**config.mk**
```make
export PLATFORM = sky130hd
export DESIGN_NAME = knob_panel_tick_controller_top
export DESIGN_NICKNAME = d
export VERILOG_FILES = /design/src/design/kptc_pkg.sv /design/src/design/kptc_pin_filter.sv /design/src/design/knob_panel_tick_controller_top.sv
export SDC_FILE = /design/constraint.sdc
export NUM_CORES = 1
export LEC_CHECK = 0
export BUFFER_PORTS_ARGS = -buffer_cell sky130_fd_sc_hd__buf_4
export CAP_MARGIN = 20
export CORE_MARGIN = 2
export CORE_UTILIZATION = 45
export DETAILED_ROUTE_END_ITERATION = 16
export GPL_ROUTABILITY_DRIVEN = 1
export SYNTH_ARGS = -nofsm -noshare
export SYNTH_HDL_FRONTEND = slang
export SYNTH_SLANG_ARGS = --single-unit
```
**constraint.sdc**
```tcl
create_clock -name clk -period 3.56 [get_ports clk]
set_clock_uncertainty 0.1 [all_clocks]
set_input_delay 0 -clock clk [delete_from_list [all_inputs] [get_ports clk]]
set_output_delay 0 -clock clk [all_outputs]
set_load 0.01 [all_outputs]
```
**src/design/kptc_pkg.sv**
```systemverilog
// Shared types, constants and helper functions for the knob panel tick controller.
package kptc_pkg;

	localparam int NUM_ENCODERS = 5;
	localparam int NUM_BUTTONS  = 7;
	localparam int IRIS_STOPS   = 25;

	localparam int STEP_W = 2 * NUM_ENCODERS;
	localparam int CHAN_W = 11;
	localparam int CFG_AW = 3;

	// Configuration register indexes
	localparam logic [CFG_AW-1:0] CFG_FOCUS_MIN  = 3'd0;
	localparam logic [CFG_AW-1:0] CFG_FOCUS_MAX  = 3'd1;
	localparam logic [CFG_AW-1:0] CFG_IRIS_LAST  = 3'd2;
	localparam logic [CFG_AW-1:0] CFG_STICK_HIGH = 3'd3;
	localparam logic [CFG_AW-1:0] CFG_STICK_LOW  = 3'd4;
	localparam logic [CFG_AW-1:0] CFG_NEUTRAL    = 3'd5;

	// Step direction codes
	localparam logic [1:0] DIR_NONE = 2'd0;
	localparam logic [1:0] DIR_CW   = 2'd1;
	localparam logic [1:0] DIR_CCW  = 2'd2;

	// Debouncer state codes
	localparam logic [1:0] DB_IDLE = 2'd0;
	localparam logic [1:0] DB_ARM  = 2'd1;
	localparam logic [1:0] DB_HELD = 2'd2;
	localparam logic [1:0] DB_REL  = 2'd3;

	// Tick phase codes
	localparam logic [1:0] PH_UPDATE = 2'd0;
	localparam logic [1:0] PH_FRAME  = 2'd1;
	localparam logic [1:0] PH_REST   = 2'd2;

	// Encoder assignment
	localparam int ENC_BALANCE = 0;
	localparam int ENC_GAIN    = 1;
	localparam int ENC_SHUTTER = 2;
	localparam int ENC_IRIS    = 3;
	localparam int ENC_FOCUS   = 4;

	localparam logic [4:0]        IRIS_TOP_MAX   = 5'(IRIS_STOPS - 1);
	localparam logic [7:0]        FOCUS_RESET    = 8'd128;
	localparam logic [CHAN_W-1:0] CHAN_RESET     = 11'h400;
	localparam logic [7:0]        FOCUS_MIN_RST  = 8'd44;
	localparam logic [7:0]        FOCUS_MAX_RST  = 8'd212;
	localparam logic [4:0]        IRIS_LAST_RST  = 5'd24;
	localparam logic [CHAN_W-1:0] STICK_HIGH_RST = 11'(8 * 212);
	localparam logic [CHAN_W-1:0] STICK_LOW_RST  = 11'(8 * 44);
	localparam logic [CHAN_W-1:0] NEUTRAL_RST    = 11'h400;
	localparam logic signed [7:0] PEND_MAX       = 8'sd127;
	localparam logic signed [7:0] PEND_MIN       = -8'sd127;

	typedef struct packed {
		logic [NUM_ENCODERS-1:0] enc_a_pins;
		logic [NUM_ENCODERS-1:0] enc_b_pins;
		logic [NUM_BUTTONS-1:0]  button_pins;
	} in_word_t;

	typedef struct packed {
		logic [NUM_BUTTONS-1:0] pressed_mask;
		logic [STEP_W-1:0]      step_dirs;
		logic                   report_needed;
		logic                   frame_due;
		logic [CHAN_W-1:0]      iris_servo;
		logic [CHAN_W-1:0]      focus_servo;
		logic [CHAN_W-1:0]      gain_servo;
		logic [CHAN_W-1:0]      shutter_servo;
		logic [CHAN_W-1:0]      balance_servo;
	} out_word_t;

	// Filtered pin results handed from the pin filter to the top level
	typedef struct packed {
		logic [NUM_BUTTONS-1:0]             pressed;
		logic [NUM_ENCODERS-1:0][1:0]       dirs;
		logic                               report;
	} filt_t;

	typedef struct packed {
		logic [CHAN_W-1:0] chan;
		logic signed [7:0] pend;
	} stick_t;

	// Saturating step accumulate
	function automatic logic signed [7:0] bump(input logic signed [7:0] v,
			input logic [1:0] d);
		logic signed [7:0] r;
		r = v;
		if (d == DIR_CW) begin
			if (v < PEND_MAX) r = v + 8'sd1;
		end else if (d == DIR_CCW) begin
			if (v > PEND_MIN) r = v - 8'sd1;
		end
		return r;
	endfunction

	// One stick pulse per pending step; non-neutral returns to neutral
	function automatic stick_t stick_step(input logic [CHAN_W-1:0] chan,
			input logic signed [7:0] pend, input logic [CHAN_W-1:0] hi,
			input logic [CHAN_W-1:0] lo, input logic [CHAN_W-1:0] neu);
		stick_t r;
		r.chan = chan;
		r.pend = pend;
		if (chan == neu) begin
			if (pend > 8'sd0) begin
				r.chan = hi;
				r.pend = pend - 8'sd1;
			end else if (pend < 8'sd0) begin
				r.chan = lo;
				r.pend = pend + 8'sd1;
			end
		end else begin
			r.chan = neu;
		end
		return r;
	endfunction

	// f-stop table
	function automatic logic [7:0] stop_entry(input logic [4:0] idx);
		logic [7:0] v;
		case (idx)
			5'd0:  v = 8'd212;
			5'd1:  v = 8'd205;
			5'd2:  v = 8'd198;
			5'd3:  v = 8'd191;
			5'd4:  v = 8'd184;
			5'd5:  v = 8'd177;
			5'd6:  v = 8'd170;
			5'd7:  v = 8'd163;
			5'd8:  v = 8'd156;
			5'd9:  v = 8'd149;
			5'd10: v = 8'd142;
			5'd11: v = 8'd135;
			5'd12: v = 8'd128;
			5'd13: v = 8'd121;
			5'd14: v = 8'd115;
			5'd15: v = 8'd107;
			5'd16: v = 8'd100;
			5'd17: v = 8'd93;
			5'd18: v = 8'd86;
			5'd19: v = 8'd80;
			5'd20: v = 8'd73;
			5'd21: v = 8'd66;
			5'd22: v = 8'd60;
			5'd23: v = 8'd56;
			default: v = 8'd44;
		endcase
		return v;
	endfunction

endpackage

```
**src/design/kptc_pin_filter.sv**
```systemverilog
// Pin history, quadrature step decode and button debounce for one tick.
module kptc_pin_filter (
	input  logic                clk,
	input  logic                arst_n,
	input  logic                advance,
	input  kptc_pkg::in_word_t  word,
	output kptc_pkg::filt_t     filt
);

	logic                                 primed_q;
	logic [kptc_pkg::NUM_ENCODERS-1:0][2:0] hist_a_q, hist_b_q;
	logic [kptc_pkg::NUM_ENCODERS-1:0][2:0] hist_a_n, hist_b_n;
	logic [kptc_pkg::NUM_BUTTONS-1:0][1:0]  db_q, db_n;
	logic [kptc_pkg::NUM_BUTTONS-1:0]       last_pressed_q;
	logic [kptc_pkg::NUM_BUTTONS-1:0]       pressed;
	logic [kptc_pkg::NUM_ENCODERS-1:0][1:0] dirs;

	always_comb begin
		for (int i = 0; i < kptc_pkg::NUM_ENCODERS; i++) begin
			// first tick: seed history from the pin so no step shows
			if (primed_q) begin
				hist_a_n[i] = {hist_a_q[i][1:0], word.enc_a_pins[i]};
				hist_b_n[i] = {hist_b_q[i][1:0], word.enc_b_pins[i]};
			end else begin
				hist_a_n[i] = {3{word.enc_a_pins[i]}};
				hist_b_n[i] = {3{word.enc_b_pins[i]}};
			end
			dirs[i] = kptc_pkg::DIR_NONE;
			if (hist_a_n[i] == 3'b100) begin
				dirs[i] = hist_b_n[i][1] ? kptc_pkg::DIR_CW : kptc_pkg::DIR_CCW;
			end else if (hist_a_n[i] == 3'b011) begin
				dirs[i] = hist_b_n[i][1] ? kptc_pkg::DIR_CCW : kptc_pkg::DIR_CW;
			end
		end
		for (int j = 0; j < kptc_pkg::NUM_BUTTONS; j++) begin
			case (db_q[j])
				kptc_pkg::DB_IDLE: db_n[j] = word.button_pins[j] ? kptc_pkg::DB_ARM
						: kptc_pkg::DB_IDLE;
				kptc_pkg::DB_ARM:  db_n[j] = word.button_pins[j] ? kptc_pkg::DB_HELD
						: kptc_pkg::DB_IDLE;
				kptc_pkg::DB_HELD: db_n[j] = word.button_pins[j] ? kptc_pkg::DB_HELD
						: kptc_pkg::DB_REL;
				default:           db_n[j] = word.button_pins[j] ? kptc_pkg::DB_HELD
						: kptc_pkg::DB_IDLE;
			endcase
			pressed[j] = db_n[j][1];
		end
	end

	assign filt.pressed = pressed;
	assign filt.dirs    = dirs;
	assign filt.report  = (|dirs) | (pressed != last_pressed_q);

	always_ff @(posedge clk or negedge arst_n) begin
		if (!arst_n) begin
			primed_q       <= 1'b0;
			hist_a_q       <= '0;
			hist_b_q       <= '0;
			db_q           <= '0;
			last_pressed_q <= '0;
		end else if (advance) begin
			primed_q       <= 1'b1;
			hist_a_q       <= hist_a_n;
			hist_b_q       <= hist_b_n;
			db_q           <= db_n;
			last_pressed_q <= pressed;
		end
	end

endmodule

```
**src/design/knob_panel_tick_controller_top.sv**
```systemverilog
// Top level of the knob panel tick controller: input register, tick logic, result register.
//
//   channel  direction  handshake                 word
//   in       in         in_valid / in_ready       in_word  (kptc_pkg::in_word_t)
//   out      out        out_valid / out_ready     out_word (kptc_pkg::out_word_t)
//   cfg      in         cfg_en (no wait)          cfg_addr, cfg_data
//
// One tick word per cycle sustained while out_ready stays high; the result is registered.
// The tick logic runs in one pass between the input register and the result register.
// A stalled result holds in the result register; the input register takes one more word
// behind it, and in_ready drops only when both are full.
// Reset initialises all history, debouncers, pending counts and channels; no clearing pass.
module knob_panel_tick_controller_top (
	input  logic                                   clk,
	input  logic                                   arst_n,
	input  logic                                   in_valid,
	output logic                                   in_ready,
	input  kptc_pkg::in_word_t                     in_word,
	output logic                                   out_valid,
	input  logic                                   out_ready,
	output kptc_pkg::out_word_t                    out_word,
	input  logic                                   cfg_en,
	input  logic [kptc_pkg::CFG_AW-1:0]            cfg_addr,
	input  logic [kptc_pkg::CHAN_W-1:0]            cfg_data
);

	logic                         v_s1;
	kptc_pkg::in_word_t           word_s1;
	logic                         advance;
	kptc_pkg::filt_t              filt;

	logic [7:0]                   focus_min_q, focus_max_q;
	logic [4:0]                   iris_last_q;
	logic [kptc_pkg::CHAN_W-1:0]  stick_high_q, stick_low_q, neutral_q;

	logic signed [7:0]            bal_pend_q, gain_pend_q, shut_pend_q;
	logic signed [7:0]            bal_pend_n, gain_pend_n, shut_pend_n;
	logic [4:0]                   iris_idx_q, iris_idx_n, iris_top;
	logic [7:0]                   focus_pos_q, focus_pos_n;
	logic [1:0]                   phase_q, phase_n;
	logic [kptc_pkg::CHAN_W-1:0]  iris_ch_q, focus_ch_q, gain_ch_q, shut_ch_q, bal_ch_q;
	logic [kptc_pkg::CHAN_W-1:0]  iris_ch_n, focus_ch_n, gain_ch_n, shut_ch_n, bal_ch_n;
	kptc_pkg::stick_t             bal_st, gain_st, shut_st;
	logic                         frame;
	logic [1:0]                   d_bal, d_gain, d_shut, d_iris, d_focus;

	kptc_pkg::out_word_t          res_q;
	logic                         res_v_q;

	assign advance   = v_s1 && (!res_v_q || out_ready);
	assign in_ready  = !v_s1 || advance;
	assign out_valid = res_v_q;
	assign out_word  = res_q;

	kptc_pin_filter u_filter (
		.clk     (clk),
		.arst_n  (arst_n),
		.advance (advance),
		.word    (word_s1),
		.filt    (filt)
	);

	assign d_bal   = filt.dirs[kptc_pkg::ENC_BALANCE];
	assign d_gain  = filt.dirs[kptc_pkg::ENC_GAIN];
	assign d_shut  = filt.dirs[kptc_pkg::ENC_SHUTTER];
	assign d_iris  = filt.dirs[kptc_pkg::ENC_IRIS];
	assign d_focus = filt.dirs[kptc_pkg::ENC_FOCUS];

	always_comb begin
		iris_top = (iris_last_q < kptc_pkg::IRIS_TOP_MAX) ? iris_last_q
				: kptc_pkg::IRIS_TOP_MAX;

		iris_idx_n = iris_idx_q;
		if (d_iris == kptc_pkg::DIR_CW) begin
			if (iris_idx_q < iris_top) iris_idx_n = iris_idx_q + 5'd1;
		end else if (d_iris == kptc_pkg::DIR_CCW) begin
			if (iris_idx_q != 5'd0) iris_idx_n = iris_idx_q - 5'd1;
		end

		focus_pos_n = focus_pos_q;
		if (d_focus == kptc_pkg::DIR_CW) begin
			if (focus_pos_q > focus_min_q) focus_pos_n = focus_pos_q - 8'd1;
		end else if (d_focus == kptc_pkg::DIR_CCW) begin
			if (focus_pos_q < focus_max_q) focus_pos_n = focus_pos_q + 8'd1;
		end

		bal_st  = kptc_pkg::stick_step(bal_ch_q, kptc_pkg::bump(bal_pend_q, d_bal),
				stick_high_q, stick_low_q, neutral_q);
		gain_st = kptc_pkg::stick_step(gain_ch_q, kptc_pkg::bump(gain_pend_q, d_gain),
				stick_high_q, stick_low_q, neutral_q);
		shut_st = kptc_pkg::stick_step(shut_ch_q, kptc_pkg::bump(shut_pend_q, d_shut),
				stick_high_q, stick_low_q, neutral_q);

		frame       = 1'b0;
		bal_pend_n  = kptc_pkg::bump(bal_pend_q, d_bal);
		gain_pend_n = kptc_pkg::bump(gain_pend_q, d_gain);
		shut_pend_n = kptc_pkg::bump(shut_pend_q, d_shut);
		iris_ch_n   = iris_ch_q;
		focus_ch_n  = focus_ch_q;
		gain_ch_n   = gain_ch_q;
		shut_ch_n   = shut_ch_q;
		bal_ch_n    = bal_ch_q;
		case (phase_q)
			kptc_pkg::PH_UPDATE: begin
				bal_pend_n  = bal_st.pend;
				gain_pend_n = gain_st.pend;
				shut_pend_n = shut_st.pend;
				bal_ch_n    = bal_st.chan;
				gain_ch_n   = gain_st.chan;
				shut_ch_n   = shut_st.chan;
				iris_ch_n   = {kptc_pkg::stop_entry(iris_idx_n), 3'b000};
				focus_ch_n  = {focus_pos_n, 3'b000};
			end
			kptc_pkg::PH_FRAME: frame = 1'b1;
			default: ;
		endcase

		case (phase_q)
			kptc_pkg::PH_UPDATE: phase_n = kptc_pkg::PH_FRAME;
			kptc_pkg::PH_FRAME:  phase_n = kptc_pkg::PH_REST;
			default:             phase_n = kptc_pkg::PH_UPDATE;
		endcase
	end

	// input register
	always_ff @(posedge clk or negedge arst_n) begin
		if (!arst_n) begin
			v_s1 <= 1'b0;
		end else if (in_ready) begin
			v_s1 <= in_valid;
		end
	end

	always_ff @(posedge clk) begin
		if (in_ready && in_valid) begin
			word_s1 <= in_word;
		end
	end

	// configuration registers
	always_ff @(posedge clk or negedge arst_n) begin
		if (!arst_n) begin
			focus_min_q  <= kptc_pkg::FOCUS_MIN_RST;
			focus_max_q  <= kptc_pkg::FOCUS_MAX_RST;
			iris_last_q  <= kptc_pkg::IRIS_LAST_RST;
			stick_high_q <= kptc_pkg::STICK_HIGH_RST;
			stick_low_q  <= kptc_pkg::STICK_LOW_RST;
			neutral_q    <= kptc_pkg::NEUTRAL_RST;
		end else if (cfg_en) begin
			case (cfg_addr)
				kptc_pkg::CFG_FOCUS_MIN:  focus_min_q  <= cfg_data[7:0];
				kptc_pkg::CFG_FOCUS_MAX:  focus_max_q  <= cfg_data[7:0];
				kptc_pkg::CFG_IRIS_LAST:  iris_last_q  <= cfg_data[4:0];
				kptc_pkg::CFG_STICK_HIGH: stick_high_q <= cfg_data;
				kptc_pkg::CFG_STICK_LOW:  stick_low_q  <= cfg_data;
				kptc_pkg::CFG_NEUTRAL:    neutral_q    <= cfg_data;
				default: ;
			endcase
		end
	end

	// camera state
	always_ff @(posedge clk or negedge arst_n) begin
		if (!arst_n) begin
			bal_pend_q  <= '0;
			gain_pend_q <= '0;
			shut_pend_q <= '0;
			iris_idx_q  <= '0;
			focus_pos_q <= kptc_pkg::FOCUS_RESET;
			phase_q     <= kptc_pkg::PH_UPDATE;
			iris_ch_q   <= kptc_pkg::CHAN_RESET;
			focus_ch_q  <= kptc_pkg::CHAN_RESET;
			gain_ch_q   <= kptc_pkg::CHAN_RESET;
			shut_ch_q   <= kptc_pkg::CHAN_RESET;
			bal_ch_q    <= kptc_pkg::CHAN_RESET;
		end else if (advance) begin
			bal_pend_q  <= bal_pend_n;
			gain_pend_q <= gain_pend_n;
			shut_pend_q <= shut_pend_n;
			iris_idx_q  <= iris_idx_n;
			focus_pos_q <= focus_pos_n;
			phase_q     <= phase_n;
			iris_ch_q   <= iris_ch_n;
			focus_ch_q  <= focus_ch_n;
			gain_ch_q   <= gain_ch_n;
			shut_ch_q   <= shut_ch_n;
			bal_ch_q    <= bal_ch_n;
		end
	end

	// result register
	always_ff @(posedge clk or negedge arst_n) begin
		if (!arst_n) begin
			res_v_q <= 1'b0;
		end else if (advance) begin
			res_v_q <= 1'b1;
		end else if (out_ready) begin
			res_v_q <= 1'b0;
		end
	end

	always_ff @(posedge clk) begin
		if (advance) begin
			res_q.pressed_mask  <= filt.pressed;
			res_q.step_dirs     <= filt.dirs;
			res_q.report_needed <= filt.report;
			res_q.frame_due     <= frame;
			res_q.iris_servo    <= iris_ch_n;
			res_q.focus_servo   <= focus_ch_n;
			res_q.gain_servo    <= gain_ch_n;
			res_q.shutter_servo <= shut_ch_n;
			res_q.balance_servo <= bal_ch_n;
		end
	end

endmodule

```
==> results of run 1 <==
==> worst register-to-register path, cell delays in order, from the launching register on <==
cell and delay (ns):
edfxtp_1 0.40, or4b_4 0.58, a21oi_4 0.24, a22oi_2 0.14
xnor2_2 0.16, inv_2 0.09, ha_4 0.15, o31ai_2 0.06
or4_4 0.55, clkbuf_16 0.20, mux2i_4 0.17, a211oi_2 0.09
a21o_1 0.17, mux2_4 0.26
==> path summary, 6_finish.rpt <==
path                                   from               endpoint  slack (ns)  cells past startpoint
worst min register to register  word_s1[11]  u_filter.hist_b_q[12]        0.35                      2
worst min-delay path            in_word[12]            word_s1[12]        0.03                      2
worst max register to register  word_s1[12]            out_word[9]       -0.04                     13
max in group asynchronous            arst_n         focus_max_q[6]        2.41                      4
worst max-delay path            word_s1[12]            out_word[9]       -0.04                     13
min in group asynchronous            arst_n        stick_high_q[7]        0.48                      3
==> where the power goes <==
group / switching, W / internal (W) / leakage (nW) / total [W]
Sequential: 0.000900 / 0.00434 / 3.05 / 0.00524
Clock: 0.00135 / 0.00189 / 0.506 / 0.00324
Combinational: 0.00376 / 0.00327 / 4.92 / 0.00703
==> cell families after synthesis <==
| group | count (synthesis) | synth area share |
|---|---|---|
| flops | 271 | 0.4479 |
| fa+ha+maj | 47 | 0.03625 |
| buf+inv | 147 | 0.03687 |
| compound gates | 415 | 0.1746 |
| mux | 118 | 0.07898 |
| simple gates | 578 | 0.1822 |
| xor+xnor | 80 | 0.04319 |
==> sequential cells by signal (all words and copies together), names as in the netlist, 10 cells and up <==
signal,count
gain_ch_q,11
out_word,74
iris_ch_q,11
neutral_q,11
u_filter.hist_a_q,10
focus_ch_q,11
word_s1,17
bal_ch_q,11
stick_high_q,11
shut_ch_q,11
stick_low_q,11
==> layout by cell type, fill, tap and decap left out, types with 45 or more instances in the layout <==
cell           count
o21ai_0          129
buf_4            251
dlygate4sd3_1     45
dfrtp_1          154
edfxtp_1          91
mux2_2            77
inv_1             50
nor2_1            75
nand2_1          235
xnor2_1           51
ha_1              46
==> through the flow <==
stage               TNS [ns]  hold WS (ns)    util  setup WS [ns]  cells
floorplan                  0       -0.3956       -        0.01381   1656
global placement     -0.3832      -0.02765  0.5190       -0.06302   2275
detailed placement    -1.062      -0.02454  0.5190        -0.1629   2275
CTS                 -0.05883     0.0003883  0.5648       -0.03474   2385
global route          -1.608       0.01523  0.5713        -0.1528   2391
finish               -0.1460       0.03089  0.5713       -0.03920   2391
==> routing by layer <==
layer,track usage,vias to the layer above,part of all wire
li1,-,6588,-
met1,0.3291,6667,0.45
met2,0.4005,396,0.47
met3,0.03061,93,0.049
met4,0.08698,0,0.033
met5,0,-,0
==> area by class of cell <==
type	count	area, µm²	share of cell area
well taps	461	576.8	0.02838
flip-flops and latches	271	7269	0.3577
clock inverters	16	175.2	0.008620
clock buffers	42	847.1	0.04168
repair buffers	309	2572	0.1266
multi-input cells	1238	8676	0.4269
inverters	54	205.2	0.01010
==> what timing repair did <==
item                                   in CTS  in global routing
gates resized for setup                    20                 41
endpoints found under the hold margin     219                  0
hold buffers                               46                  0
cloned                                      0                  1
setup endpoints to repair                  19                 62
pin swaps                                   4                 27
buffers inserted                            6                  6
==> impl_metrics.py, run 1 <==
metrics = {
    "clock_network": {
        "clkSinkCount": 271,
        "cts-htree-levels": 1,
        "clkSlewWorstSetupHoldPaths_ns": 0.06,
        "cts.path.max_buffers": 3,
        "worstSkewPairLatency_ns": 0.59,
        "cts_tree": "done",
        "cts-root-buf": "clkbuf_16",
        "numCtsBuffers": 31,
    },
    "die": {
        "dieArea_mm2": 0.03758,
        "die_w_um": 193.9,
        "start_util": 0.4561,
        "rows": 69,
        "core_region_area_mm2": 0.03557,
        "io_pins": 112,
        "chipHeight_um": 193.9,
    },
    "setup_path": {
        "required_ns": 3.80,
        "path_class": "reg2reg",
        "crit_family": "simple AND/OR/NAND/NOR gates",
        "slowest_stage": "or4b_4",
        "end_kind": "register",
        "path_buf_inv": 2,
        "crit_fanout": 5,
        "cpPeakStageDelay_ns": 0.58,
        "worst_ep_arrival_time_ns": 3.84,
        "path_cells": "or4b_4 > a21oi_4 > a22oi_2 > xnor2_2 > inv_2 > ha_4 > o31ai_2 > or4_4 > clkbuf_16 > mux2i_4 > a211oi_2 > a21o_1 > mux2_4",
        "start_kind": "register",
    },
    "finish": {
        "layout.nets": 1988,
        "drive_above_1_share": 0.2782,
        "antennaDiodeCount": 0,
        "area_growth_pct": 25.28,
        "stdcell_area_mm2": 0.02032,
        "filler_cell_count": 3132,
    },
    "run": {
        "drv_cap": 0,
    },
    "yosys": {
        "ys_warn_count": 0,
        "netlist_instances": 1656,
        "synth_most_common_cell": "nand2_1",
        "ys_types": 93,
        "ys_seq_area_frac": 0.4479,
        "synth_area_mm2": 0.01622,
        "synth_area_leaders": "dfrtp_1 (24%), edfxtp_1 (17%), mux2_2 (5.6%)",
        "synth_seq_cells": 271,
        "synthArstFlopShare": 0.6642,
        "yosysTopAreaCellShare": 0.2422,
        "synth_ff_type": "dfrtp_1",
        "synth_top_area_cell": "dfrtp_1",
        "synth_edf_count": 91,
        "syn_avg_cell_area_um2": 9.796,
        "synth_top_cells_by_count": "nand2_1 (237), dfrtp_1 (157), o21ai_0 (136), edfxtp_1 (91), mux2_2 (80)",
        "syn-num-nets": 1739,
    },
    "timing": {
        "slew_violations": 0,
        "fin_ws_ns": -0.03920,
        "slew_headroom": 0.4185,
        "fmax_mhz": 277.8,
        "fin_crit_sh": 1.011,
        "hold_viol_final": 0,
        "setup_viol": 5,
        "layout_min_cycle_time_ns": 3.599,
        "rsz0062_at_grt": "yes",
        "worst_pin_slew_ns": 0.8723,
    },
    "pwr": {
        "p_leak_nw": 8.478,
        "power_w": 0.01551,
        "powerDensity_mw_per_mm2": 763.0,
        "ir_drop_mv": 0.4892,
    },
    "route": {
        "wirelength_mm": 46.10,
        "drtIter0Drc": 896,
        "vias": 13740,
        "final_antenna_net_count": 0,
        "vias_per_cell": 5.748,
        "wl_per_cell_um": 19.28,
        "drc_errors": 0,
        "drt-pass1-iter-count": 5,
    },
    "placement": {
        "placed_area_mm2": 0.01846,
        "hpwl_mm": 31.49,
        "gp_congestion": 0.8739,
        "port_buffers": 111,
    },
    "global_routing": {
        "grt_overflow": 0,
        "grt_usage": 0.2425,
        "grt_max_degree": 68,
        "grt_pass1_wl_mm": 73.91,
        "grt_pass1_vias": 13640,
        "grt_antenna_before_repair": 0,
    },
    "status": {
        "run_status": "complete, but fails checks",
        "violations": "negative setup slack",
    },
    "worst_hold_path": {
        "hp-class": "in2reg",
    },
}
Power figures use the tool's default switching activity.
==> run 2: changes to the inputs <==
- clock period: 3.56 -> 2.9 ns (I/O delays scaled with it)
==> impl_metrics.py, run 2 (same netlist as run 1, synthesis figures left out) <==
metrics = {
    "placement": {
        "hpwl_mm": 33.00,
        "gp_congestion": 0.8700,
        "place_ws_ns": -0.7582,
        "port_buffers": 111,
        "dp.cells": 2419,
    },
    "global_routing": {
        "grt_use_met1": 0.3517,
        "grt_overflow": 0,
        "grt_max_degree": 64,
        "grt_busiest_layer": "met2",
        "grt_pass1_vias": 14840,
        "met2_usage": 0.4415,
        "grt_usage": 0.2593,
        "grt_pass1_wl_mm": 79.56,
        "grt_antenna_before_repair": 0,
        "use_met3": 0.03027,
    },
    "run": {
        "drv_cap": 0,
    },
    "finish": {
        "largest_register_ffs": 74,
        "final_cell_mix": "buf_4 (408), nand2_1 (218), dfrtp_1 (153), o21ai_0 (98), edfxtp_1 (91)",
        "final_core_util": 0.6443,
        "final_common_cell": "buf_4",
        "multi_input_area_mm2": 0.009817,
        "layout.nets": 2169,
        "area_growth_pct": 41.26,
        "filler_cell_count": 2866,
        "antennaDiodeCount": 0,
        "final_cells": 2569,
        "drive_above_1_share": 0.4065,
        "final-seq-area_mm2": 0.007271,
    },
    "clock_network": {
        "clkSinkCount": 271,
        "cts_tree": "done",
        "cts.path.max_buffers": 3,
        "clkSlewWorstSetupHoldPaths_ns": 0.06,
        "numCtsBuffers": 29,
        "worstSkewPairLatency_ns": 0.56,
        "cts-root-buf": "clkbuf_16",
        "cts-htree-levels": 1,
    },
    "route": {
        "vias": 14680,
        "wl_per_cell_um": 19.28,
        "vias_per_cell": 5.715,
        "drc_errors": 0,
        "final_antenna_net_count": 0,
        "drt-pass1-iter-count": 5,
        "drtIter0Drc": 996,
        "wirelength_mm": 49.53,
    },
    "die": {
        "core_region_area_mm2": 0.03557,
        "chipHeight_um": 193.9,
        "rows": 69,
        "dieArea_mm2": 0.03758,
        "start_util": 0.4561,
        "io_pins": 112,
        "die_w_um": 193.9,
    },
    "setup_path": {
        "required_ns": 3.11,
        "start_kind": "register",
        "worst_ep_arrival_time_ns": 3.78,
        "end_kind": "register",
        "path_class": "reg2reg",
        "rr_worst_depth": 13,
        "crit_fanout": 7,
    },
    "timing": {
        "fmax_mhz": 280.1,
        "rsz0062_at_grt": "yes",
        "slew_headroom": 0.4156,
        "setup_viol": 102,
        "whs_ns": 0.05806,
        "slew_violations": 0,
        "hold_viol_final": 0,
        "fin_crit_sh": 1.231,
        "worst_pin_slew_ns": 0.8766,
        "fin_ws_ns": -0.6695,
        "layout_min_cycle_time_ns": 3.570,
    },
    "worst_hold_path": {
        "worstHoldPathCells": 2,
        "hp-class": "in2reg",
    },
    "status": {
        "run_status": "complete, but fails checks",
        "violations": "negative setup slack",
    },
    "pwr": {
        "powerDensity_mw_per_mm2": 930.5,
        "ir_drop_mv": 0.6951,
        "p_leak_nw": 9.624,
        "power_w": 0.02132,
    },
}
==> run 2: layer usage <==
layer	part of all wire	wire, µm
met2	0.48	24010
met4	0.027	1318
met1	0.44	21820
met5	0	0
met3	0.048	2384
==> run 2: final cells by class <==
| cell class | instances | area share |
|---|---|---|
| clock inverters | 16 | 0.009118 |
| well taps | 461 | 0.02517 |
| clock buffers | 37 | 0.03385 |
| repair buffers | 491 | 0.1771 |
| inverters | 54 | 0.009064 |
| multi-input cells | 1239 | 0.4284 |
| flip-flops and latches | 271 | 0.3173 |
==> run 2: power breakdown <==
group / internal (W) / switching [W]
sequential: 0.00532 / 0.00111
combinational: 0.00543 / 0.00558
clock: 0.00233 / 0.00156
==> run 2: per-stage QoR <==
step,TNS [ns],cell area [µm²]
floorplan,-22.49,16530
global placement,-28.91,19790
detailed placement,-33.26,19790
CTS,-29.61,22190
global route,-45.18,22920
finish,-31.35,22920
==> run 2: timing repair <==
item,CTS,global route
setup endpoints to repair,104,116
pin swaps,67,101
setup buffers,27,21
endpoints found under the hold margin,240,0
hold buffers,50,0
cloned,3,0
gates resized for setup,142,133
==> run 2: final timing paths <==
kind | startpoint | endpoint | slack [ns]
setup / recovery | u_filter.hist_a_q[0] | out_word[9] | -0.67
hold / removal | in_word[10] | word_s1[10] | 0.06
setup reg to reg | u_filter.hist_a_q[0] | out_word[9] | -0.67
hold reg to reg | word_s1[10] | u_filter.hist_b_q[9] | 0.34
max in group asynchronous | arst_n | gain_ch_q[10] | 1.76
min in group asynchronous | arst_n | iris_ch_q[10] | 0.54
==> run 2: worst max-delay path, cell delays in order (launching register included) <==
cell and delay (ns):
dfrtp_2 0.43, or4b_4 0.57, a21oi_4 0.23, a22oi_2 0.14, xnor2_2 0.16, inv_2 0.09
ha_4 0.16, o31ai_2 0.06, or4_4 0.52, buf_12 0.17, mux2i_1 0.15, a211oi_1 0.10
a21o_1 0.17, mux2_2 0.26
